### src/rec_pkg.sv
package rec_pkg;

  typedef enum logic [1:0] {
    OP_START  = 2'd0,
    OP_ENCODE = 2'd1,
    OP_FINISH = 2'd2,
    OP_NONE   = 2'd3
  } op_t;

  localparam logic [31:0] TOP_VALUE  = 32'h0100_0000;
  localparam logic [31:0] EMIT_LIMIT = 32'hFF00_0000;
  localparam logic [31:0] RANGE_INIT = 32'hFFFF_FFFF;
  localparam int unsigned FINISH_SHIFTS = 5;
  localparam int unsigned ENCODE_SHIFTS = 4;

  typedef struct packed {
    op_t         op;
    logic [15:0] cum;
    logic [15:0] sym;
    logic [15:0] tot;
  } cmd_t;

  typedef enum logic [2:0] {
    ST_IDLE,
    ST_DIV_LOW,
    ST_DIV_RANGE,
    ST_SHIFT,
    ST_EMIT
  } state_t;

endpackage

### src/rec_front.sv
module rec_front #(
  parameter int FREQ_BITS = 16
) (
  input  logic          clk,
  input  logic          rst,
  input  logic          valid,
  output logic          stall,
  input  logic [1:0]    opcode,
  input  logic [15:0]   cum_freq,
  input  logic [15:0]   sym_freq,
  input  logic [15:0]   total_freq,
  output logic          q_valid,
  input  logic          q_pop,
  output rec_pkg::cmd_t q_cmd
);

  localparam logic [15:0] MASK = 16'((32'd1 << FREQ_BITS) - 1);

  rec_pkg::cmd_t entry [2];
  logic [0:0] wr_ptr;
  logic [0:0] rd_ptr;
  logic [1:0] count;
  logic       push;
  logic       useful;
  rec_pkg::cmd_t cmd_in;

  always_comb begin
    cmd_in.op  = rec_pkg::op_t'(opcode);
    cmd_in.cum = cum_freq & MASK;
    cmd_in.sym = sym_freq & MASK;
    cmd_in.tot = total_freq & MASK;
    useful = (cmd_in.op == rec_pkg::OP_START) || (cmd_in.op == rec_pkg::OP_FINISH) ||
             ((cmd_in.op == rec_pkg::OP_ENCODE) && (cmd_in.tot != 16'd0));
  end

  assign stall   = (count == 2'd2);
  assign push    = valid && !stall && useful;
  assign q_valid = (count != 2'd0);
  assign q_cmd   = entry[rd_ptr];

  always_ff @(posedge clk) begin
    if (push) begin
      entry[wr_ptr] <= cmd_in;
    end
  end

  always_ff @(posedge clk) begin
    if (rst) begin
      wr_ptr <= 1'b0;
      rd_ptr <= 1'b0;
      count  <= 2'd0;
    end else begin
      if (push) begin
        wr_ptr <= wr_ptr + 1'b1;
      end
      if (q_pop) begin
        rd_ptr <= rd_ptr + 1'b1;
      end
      count <= count + {1'b0, push} - {1'b0, q_pop};
    end
  end

endmodule

### src/rec_div.sv
module rec_div (
  input  logic        clk,
  input  logic        rst,
  input  logic        start,
  input  logic [47:0] dividend,
  input  logic [15:0] divisor,
  output logic        done,
  output logic [47:0] quotient
);

  logic [47:0] quo;
  logic [15:0] rem;
  logic [15:0] dsr;
  logic [5:0]  cnt;
  logic        busy;
  logic [16:0] trial;
  logic [16:0] diff;

  always_comb begin
    trial = {rem, quo[47]};
    diff  = trial - {1'b0, dsr};
  end

  assign quotient = quo;

  always_ff @(posedge clk) begin
    if (start) begin
      quo <= dividend;
      rem <= 16'd0;
      dsr <= divisor;
    end else if (busy) begin
      if (!diff[16]) begin
        rem <= diff[15:0];
        quo <= {quo[46:0], 1'b1};
      end else begin
        rem <= trial[15:0];
        quo <= {quo[46:0], 1'b0};
      end
    end
  end

  always_ff @(posedge clk) begin
    if (rst) begin
      busy <= 1'b0;
      cnt  <= 6'd0;
      done <= 1'b0;
    end else begin
      done <= 1'b0;
      if (start) begin
        busy <= 1'b1;
        cnt  <= 6'd0;
      end else if (busy) begin
        cnt <= cnt + 6'd1;
        if (cnt == 6'd47) begin
          busy <= 1'b0;
          done <= 1'b1;
        end
      end
    end
  end

endmodule

### src/rec_back.sv
module rec_back (
  input  logic          clk,
  input  logic          rst,
  input  logic          q_valid,
  output logic          q_pop,
  input  rec_pkg::cmd_t q_cmd,
  output logic          out_valid,
  input  logic          out_stall,
  output logic [7:0]    lead_byte,
  output logic [7:0]    fill_byte,
  output logic [31:0]   fill_count,
  output logic          last
);

  rec_pkg::state_t state;
  rec_pkg::state_t state_next;

  logic [31:0] range_reg;
  logic [31:0] low_reg;
  logic        carry_bit;
  logic [7:0]  cache_byte;
  logic [31:0] pending_count;
  logic [2:0]  shifts;
  logic [2:0]  shift_max;
  logic        is_finish;
  rec_pkg::cmd_t cmd;

  logic        div_start;
  logic [47:0] div_dividend;
  logic [15:0] div_divisor;
  logic        div_done;
  logic [47:0] div_q;
  logic [32:0] low_sum;
  logic        emit;
  logic        more;
  logic        out_free;
  logic [63:0] low_ext;
  logic [63:0] rng_ext;
  logic        alive;
  logic        later_emit;

  rec_div u_div (
    .clk      (clk),
    .rst      (rst),
    .start    (div_start),
    .dividend (div_dividend),
    .divisor  (div_divisor),
    .done     (div_done),
    .quotient (div_q)
  );

  assign low_sum  = {1'b0, low_reg} + {1'b0, div_q[31:0]};
  assign emit     = (low_reg < rec_pkg::EMIT_LIMIT) || carry_bit;
  assign out_free = !out_valid || !out_stall;
  // another shift follows this one
  assign more     = is_finish ? (shifts + 3'd1 < shift_max)
                              : ((shifts + 3'd1 < shift_max) &&
                                 ({range_reg[23:0], 8'd0} < rec_pkg::TOP_VALUE));

  // a later shift of this item emits (carry is clear after an emit)
  always_comb begin
    low_ext    = {low_reg, 32'd0};
    rng_ext    = {range_reg, 32'd0};
    alive      = 1'b1;
    later_emit = 1'b0;
    for (int j = 1; j < 5; j++) begin
      alive = alive && ((4'(shifts) + 4'(j)) < {1'b0, shift_max}) &&
              (is_finish || (rng_ext[63 - 8*j -: 8] == 8'd0));
      if (alive && (low_ext[63 - 8*j -: 8] != 8'hFF)) begin
        later_emit = 1'b1;
      end
    end
  end

  always_comb begin
    state_next = state;
    case (state)
      rec_pkg::ST_IDLE: begin
        if (q_valid) begin
          case (q_cmd.op)
            rec_pkg::OP_ENCODE: state_next = rec_pkg::ST_DIV_LOW;
            rec_pkg::OP_FINISH: state_next = rec_pkg::ST_SHIFT;
            default:            state_next = rec_pkg::ST_IDLE;
          endcase
        end
      end
      rec_pkg::ST_DIV_LOW: begin
        if (div_done) begin
          state_next = rec_pkg::ST_DIV_RANGE;
        end
      end
      rec_pkg::ST_DIV_RANGE: begin
        if (div_done) begin
          state_next = rec_pkg::ST_SHIFT;
        end
      end
      rec_pkg::ST_SHIFT: begin
        if (!is_finish && ((range_reg >= rec_pkg::TOP_VALUE) || (shifts == shift_max))) begin
          state_next = rec_pkg::ST_IDLE;
        end else if (emit) begin
          state_next = rec_pkg::ST_EMIT;
        end else if (!more) begin
          state_next = rec_pkg::ST_IDLE;
        end
      end
      rec_pkg::ST_EMIT: begin
        if (out_free) begin
          state_next = more ? rec_pkg::ST_SHIFT : rec_pkg::ST_IDLE;
        end
      end
      default: state_next = rec_pkg::ST_IDLE;
    endcase
  end

  always_comb begin
    q_pop        = (state == rec_pkg::ST_IDLE) && q_valid;
    div_start    = 1'b0;
    div_dividend = {16'd0, range_reg} * 48'(q_cmd.cum);
    div_divisor  = cmd.tot;
    if (state == rec_pkg::ST_IDLE && q_valid && q_cmd.op == rec_pkg::OP_ENCODE) begin
      div_start    = 1'b1;
      div_dividend = 48'({range_reg, 16'd0} >> 16) * 48'(q_cmd.cum);
      div_divisor  = q_cmd.tot;
    end else if (state == rec_pkg::ST_DIV_LOW && div_done) begin
      div_start    = 1'b1;
      div_dividend = 48'(range_reg) * 48'(cmd.sym);
    end
  end

  always_ff @(posedge clk) begin
    if (q_pop) begin
      cmd <= q_cmd;
    end
  end

  always_ff @(posedge clk) begin
    if (rst) begin
      state         <= rec_pkg::ST_IDLE;
      range_reg     <= rec_pkg::RANGE_INIT;
      low_reg       <= 32'd0;
      carry_bit     <= 1'b0;
      cache_byte    <= 8'd0;
      pending_count <= 32'd0;
      shifts        <= 3'd0;
      shift_max     <= 3'd0;
      is_finish     <= 1'b0;
      out_valid     <= 1'b0;
      lead_byte     <= 8'd0;
      fill_byte     <= 8'd0;
      fill_count    <= 32'd0;
      last          <= 1'b0;
    end else begin
      state <= state_next;
      if (out_valid && !out_stall) begin
        out_valid <= 1'b0;
      end
      case (state)
        rec_pkg::ST_IDLE: begin
          shifts <= 3'd0;
          if (q_valid) begin
            is_finish <= (q_cmd.op == rec_pkg::OP_FINISH);
            shift_max <= (q_cmd.op == rec_pkg::OP_FINISH) ? 3'(rec_pkg::FINISH_SHIFTS)
                                                          : 3'(rec_pkg::ENCODE_SHIFTS);
            if (q_cmd.op == rec_pkg::OP_START) begin
              range_reg     <= rec_pkg::RANGE_INIT;
              low_reg       <= 32'd0;
              carry_bit     <= 1'b0;
              pending_count <= 32'd0;
            end
          end
        end
        rec_pkg::ST_DIV_LOW: begin
          if (div_done) begin
            low_reg <= low_sum[31:0];
            if (low_sum[32]) begin
              carry_bit <= 1'b1;
            end
          end
        end
        rec_pkg::ST_DIV_RANGE: begin
          if (div_done) begin
            range_reg <= (div_q[47:32] != 16'd0) ? rec_pkg::RANGE_INIT : div_q[31:0];
          end
        end
        rec_pkg::ST_SHIFT: begin
          if (is_finish || ((range_reg < rec_pkg::TOP_VALUE) && (shifts != shift_max))) begin
            if (!emit) begin
              if (!is_finish) begin
                range_reg <= {range_reg[23:0], 8'd0};
              end
              pending_count <= pending_count + 32'd1;
              low_reg       <= {low_reg[23:0], 8'd0};
              shifts        <= shifts + 3'd1;
            end
          end
        end
        rec_pkg::ST_EMIT: begin
          if (out_free) begin
            if (!is_finish) begin
              range_reg <= {range_reg[23:0], 8'd0};
            end
            out_valid     <= 1'b1;
            lead_byte     <= cache_byte + {7'd0, carry_bit};
            fill_byte     <= carry_bit ? 8'h00 : 8'hFF;
            fill_count    <= pending_count;
            last          <= !later_emit;
            pending_count <= 32'd0;
            cache_byte    <= low_reg[31:24];
            carry_bit     <= 1'b0;
            low_reg       <= {low_reg[23:0], 8'd0};
            shifts        <= shifts + 3'd1;
          end
        end
        default: begin
        end
      endcase
    end
  end

endmodule

### src/range_encoder_carry_cache.sv
// channel | direction | handshake          | payload
// in      | input     | in_valid/in_stall  | opcode cum_freq sym_freq total_freq
// out     | output    | out_valid/out_stall| lead_byte fill_byte fill_count last
// Encode: two 48-bit quotients from the shared bit-serial divider, then
// the shifts. Finish runs only the shifts; start resets the coder state.
// A two-entry queue decouples input.
// Reset clears the coder state and the cache byte; output stall holds the
// result register and pauses any shift that emits a byte.
module range_encoder_carry_cache #(
  parameter int FREQ_BITS = 16
) (
  input  logic        clk,
  input  logic        rst,
  input  logic        in_valid,
  output logic        in_stall,
  input  logic [1:0]  opcode,
  input  logic [15:0] cum_freq,
  input  logic [15:0] sym_freq,
  input  logic [15:0] total_freq,
  output logic        out_valid,
  input  logic        out_stall,
  output logic [7:0]  lead_byte,
  output logic [7:0]  fill_byte,
  output logic [31:0] fill_count,
  output logic        last
);

  logic          q_valid;
  logic          q_pop;
  rec_pkg::cmd_t q_cmd;

  rec_front #(.FREQ_BITS(FREQ_BITS)) u_front (
    .clk        (clk),
    .rst        (rst),
    .valid      (in_valid),
    .stall      (in_stall),
    .opcode     (opcode),
    .cum_freq   (cum_freq),
    .sym_freq   (sym_freq),
    .total_freq (total_freq),
    .q_valid    (q_valid),
    .q_pop      (q_pop),
    .q_cmd      (q_cmd)
  );

  rec_back u_back (
    .clk        (clk),
    .rst        (rst),
    .q_valid    (q_valid),
    .q_pop      (q_pop),
    .q_cmd      (q_cmd),
    .out_valid  (out_valid),
    .out_stall  (out_stall),
    .lead_byte  (lead_byte),
    .fill_byte  (fill_byte),
    .fill_count (fill_count),
    .last       (last)
  );

endmodule

### config.mk
export PLATFORM = sky130hd
export DESIGN_NAME = range_encoder_carry_cache
export DESIGN_NICKNAME = d
export VERILOG_FILES = /design/src/rec_pkg.sv /design/src/rec_front.sv /design/src/rec_div.sv /design/src/rec_back.sv /design/src/range_encoder_carry_cache.sv
export SDC_FILE = /design/constraint.sdc
export NUM_CORES = 2
export LEC_CHECK = 0
export BUFFER_PORTS_ARGS = -buffer_cell sky130_fd_sc_hd__buf_2
export CAP_MARGIN = 20
export CORE_ASPECT_RATIO = 1.4
export CORE_MARGIN = 1
export CORE_UTILIZATION = 50
export CTS_CLUSTER_SIZE = 16
export DETAILED_ROUTE_END_ITERATION = 7
export PLACE_DENSITY = 0.75
export SYNTH_ARGS = -nofsm -noshare
export SYNTH_HDL_FRONTEND = slang
export SYNTH_HIERARCHICAL = 1
export SYNTH_SLANG_ARGS = --single-unit
### constraint.sdc
create_clock -name clk -period 19.65 [get_ports clk]
set_input_delay 0.9825 -clock clk [delete_from_list [all_inputs] [get_ports clk]]
set_output_delay 0.9825 -clock clk [all_outputs]
set_load 0.03 [all_outputs]
---- Yosys cells after proc, flatten, opt, wreduce, memory -nomap -nowiden ----
Memory sizes are Yosys's and may differ from the RTL's. A register that Yosys moved wholly into a read port is not among the register bits.
Cells that the tools add are included.
storage, ports and cells
  memory bits (writable) .................. 100
  input port bits ......................... 54
  register bits ........................... 289
  memories ................................ 1
  output and inout bits ................... 51
  logic and storage cells ................. 200
memory list
  name           words  width  rd ports  clocked after Yosys merged registers in  write ports  RTL line         RTL
  u_front.entry  2      50     1         1                                        1            rec_front.sv:19  rec_pkg::cmd_t entry [2];
cells by class
  eq/ne operators ......................... 24
  reduce and logical (&&, ||, !) cells .... 57
  bitwise logic cells ..................... 1
  muxes and demuxes ....................... 67
  add/subtract/negate cells ............... 14
  multiply operators ...................... 2
  order comparisons ....................... 9
operators by type and width
  operator                 count
  $mux W32                 17
  $pmux W32 S4             2
  $mux W48                 4
  $mul A32 B16 Y48         2
  $pmux W32 S3             1
  $lt A32 B25 Y1 const B   2
  $add A32 B32 Y33         1
  $add A32 B1 Y32 const B  1
  $ge A32 B25 Y1 const B   1
  $lt A32 B32 Y1 const B   1
  $mux W16                 2
  $reduce_bool A16 Y1      2
  $mux W3                  10
  $mux W1                  25
  $logic_not A8 Y1         3
  $ne A8 B8 Y1 const B     3
  $logic_and A1 B1 Y1      19
  $sub A17 B16 Y17         1
  $lt A4 B3 Y1             4
  $pmux W3 S5              1
  $reduce_and A7 Y1        2
  $reduce_and A6 Y1        2
  $logic_or A1 B1 Y1       9
  $pmux W3 S3              1
  37 further kinds         58

---- Logic depth before layout (Yosys ltp) ----
  word-level depth ........................ 11
  gate-level depth with buffers ........... 29
  depth with buffers taken out ............ 26

---- Hierarchy ----
Netlist, hierarchy kept.
modules (own cells, without submodules)
  module     cells an instance  area an instance (um^2)  instances  sequential area each (um^2)
  rec_back   5026               42722.2                  1          4083.9
  rec_div    359                4389.2                   1          2402.3
  rec_front  195                3951.3                   1          3103.0

---- Least setup slack after synthesis ----
No wires, ideal clock.
  kind .................................... reg-to-reg
  from .................................... register u_back.state[0]
  to ...................................... register u_back.u_div.quo[0], in the netlist u_back/u_div/quotient[0] (enable)
  stages on the path, launching flop included .. 9
  setup slack ............................. 11.364 ns
  setup time .............................. 0.407 ns
  arrival ................................. 7.879 ns
  period minus slack after synthesis ...... 8.286 ns
  path buffers ............................ 3
  path through ............................ dfxtp_1 > clkbuf_1 > nor4b_1 > nand2_1 > clkbuf_1 > nand2_1 > clkbuf_1 > inv_1 > nand2_1
on the way
  cells in the longest elaborated chain, start to end .. 5
RTL lines
  what                                 RTL line                         RTL
  start, declared                      rec_back.sv:15                   rec_pkg::state_t state;
  start signal, assigned               rec_back.sv:138                  state <= rec_pkg::ST_IDLE;
  start signal, assigned               rec_back.sv:153                  state <= state_next;
  $logic_not A3 Y1                     --
  $logic_and A1 B1 Y1                  --
  net q_pop                            range_encoder_carry_cache.sv:29  logic q_pop;
  $logic_and A1 B1 Y1                  rec_back.sv:120                  if (state == rec_pkg::ST_IDLE && q_valid && q_cmd.op == rec_pkg::OP_ENCODE) begin
  $mux W1                              rec_back.sv:120
  net u_back.div_start                 rec_back.sv:28                   logic div_start;
  $reduce_bool A2 Y1 (no source line)  --
  end signal, assigned                 rec_div.sv:28                    quo <= dividend;
  end signal, assigned                 rec_div.sv:34                    quo <= {quo[46:0], 1'b1};
  end signal, assigned                 rec_div.sv:37                    quo <= {quo[46:0], 1'b0};
  end, declared                        rec_div.sv:11                    logic [47:0] quo;
The timed path passes the listed nets, and every way through them passes these cells.
A chain may end at the register's enable or synchronous reset.

==> impl_results.md <==
* H-tree depth at 2
* Setup Fix Bufs, Post-CTS at 0
* Clock Latency Late Sink at 0.61 ns
* Fin. max-slew vios at 0
* Final antenna-violating net count at 0
* Fillers at 9122
* Crit path DAT at 8.76 ns
* DRT Pass-1 Iters at 5
* Clk buf depth at 3
* Post-synthesis async set-or-reset flop share at 0%
* Overflow after GRT at 0
* Max reg flops at 100
* Total negative setup slack at 0 ns
* Num rows at 138
* Critical path class: reg -> reg
* Largest fanout on the critical path at 32
* Clock skew at 0.0256 ns
* CP bufs+invs at 4
* Vias in the first global route at 41600
* Chip width at 272 µm
* Flops & latches, synth at 381
* Post-Synthesis Cells at 5580
* Relative slew margins at 25.1%
* Tmin final at 8.41 ns
* Hold buffer count at cts at 0
* GRT Resource Usage Total at 26.7%
* Initial antenna violation count at 6
* Detailed Route Iter0 Violations at 2511
* Most frequent cells in the layout: inv_1 (938), fa_1 (839), nand2_1 (831)
* CTS root buf: clkbuf_16
* Final setup vio count at 0
* Synthesized area at 0.0511 mm²
* Worst Setup End Kind: flip-flop
* Register area share after synthesis at 18.8%
* Full die area at 0.103 mm²
* Post-synth EDFFs at 196
* R2R Setup Slk at 11.24 ns
* CP cell instances: mux2_1 > and2_1 > fa_1 > inv_1 > fa_1 > fa_1 > inv_1 > fa_1 > fa_1 > inv_1 > fa_1 > inv_1 > ha_1 > and3_1 > nand2_1 > o211ai_1 > a21oi_1 > a21oi_1 > a221oi_2 > or3_1 > o311ai_0 > a21oi_1 > mux2_2
* Min-delay worst type: reg -> reg
* Post_cts resized at 0
* Period utilization at 42.8%
* Hold Path Depth at 2
* MaxCap Viol Count at 0
* Layout cells sized above 1 at 7.08%
* Routed Wire Length at 134000 µm
* Main synth FF type: edfxtp_1
* Reg clk slew, reported paths at 0.07 ns
* Core ar. at 0.101 mm²
* CTS buffer count at 42
* Most frequent CP cell: fa_1
* RR Endpoint: u_back/u_div/quotient[44]
* Ys Warns at 6
* WL/cell at 19.7 µm
* Syn avg cell area at 9.15 µm²
* Status: complete, no violations
* First-pass GRT wire length at 218000 µm
* Post-DP HPWL at 97200 µm
* IO Pins at 105
* Input/output buffers at 104
* Largest delay contributor family on the critical path: adder cells
* Antenna cells at 0
* Crit path required time at 20.00 ns
* Die height at 380 µm
* Crit-path max cell delay at 0.81 ns
* Final nets at 6647
* # DRC at 0
* Critical-path top delay cell: mux2_1
* Total number of vias at 38900
* Clock tree sinks at 381
* RSZ-0062 raised after global routing: false
* Tightest Pin Transition at 1.12 ns
* Final Hold Violating Endpoints at 0
* Commonest non-fill, non-tap cell in the layout: inv_1
* P&R area growth vs syn at 5.55%
* Initial Util at 50.5%
* Most flop-heavy register: u_front/entry
* Largest net degree at the start of global routing at 91
* Routability cong. at 0.945
* Worst setup SP type: flip-flop
* DR vias/cell at 5.71
* CTS tree: done
* Min-Delay Endpoint: u_back/fill_count[24]
* Syn_nets at 6780
* Synth unique cells at 89
* Max frequency at 0.119 GHz
* Hold_sp: u_back/fill_count[24]
* Reg2Reg Depth at 23
-- how the worst max path moves through the flow --
stage	start	endpoint	depth (start not counted)	slack, ns
finish	flip-flop	u_back/u_div/quotient[44]	23	11.24
floorplan	u_back/state[0]	u_back/u_div/quotient[0]	8	11.36
CTS	flip-flop	u_back/u_div/quotient[44]	23	11.33
global route	flip-flop	u_back/u_div/quotient[43]	22	10.94
detailed placement	flip-flop	u_back/u_div/quotient[43]	24	11.43
global placement	flip-flop	u_back/u_div/quotient[43]	24	11.47
-- through the flow --
step                      hold slack, ns  utilization [%]  setup slack, ns  std cells  instance area [µm²]
final                              0.449             53.3            11.24       6809                53900
after global routing               0.466             53.3            10.94       6809                53900
after detailed placement           0.443             51.8            11.43       6730                52400
after CTS                          0.451             53.2            11.33       6806                53800
after floorplan                    0.432                -            11.36       5580                51100
after global placement             0.439             51.8            11.47       6730                52400
-- synthesized netlist by cell type (all sizes together) (22+ instances only) --
library cell  count  area (µm²)
mux2            113        1270
and2            428        2680
nand2           836        3140
buf              35         186
nor3             53         270
or3              22         138
o21ai           116         588
fa              839       16800
xnor2            88         771
nand3            42         210
a221oi           23         220
a21o             81         608
nor4             23         193
and3             27         174
a211oi           60         455
inv             940        3530
o21bai           24         191
nor2            218         818
o22ai            27         169
a21oi           224        1120
clkbuf          314        1180
dfxtp           185        3700
xor2             72         638
nand4            42         284
a211o            36         315
ha              307        3840
edfxtp          196        5890
-- area by class of cell --
type / instances / area, µm² / area share (%)
multi-input combinational: 3910 / 36600 / 68.0
sequential: 381 / 9590 / 17.8
inverter: 940 / 3530 / 6.55
tap: 1330 / 1660 / 3.09
clock buffer: 61 / 1190 / 2.22
timing repair buffer: 172 / 1060 / 1.97
clock inverter: 15 / 211 / 0.392
-- tightest hold or removal path: stages (launching register included) --
cell     delay [ns]
dfxtp_1        0.30
nand2_1        0.05
a21oi_1        0.05
-- kinds of logic after synthesis --
group           synth area share [%]
flops                           18.8
fa+ha+maj                       40.4
buf+inv                         9.58
compound gates                  9.23
simple gates                    16.3
xor+xnor                        2.76
mux                             2.90
-- layer usage --
layer  vias to the layer above  part of all wire, %  track usage, %
met3                       556                  5.9            3.00
met2                      1530                   50            47.1
met4                         0                  8.4            19.4
met5                         -                    0               0
met1                     19500                   35            29.5
li1                      17300                    -               -
Power is left out: the tool's default activity adds up to more than one toggle a clock period on the data nets, which glitch-free logic cannot reach.
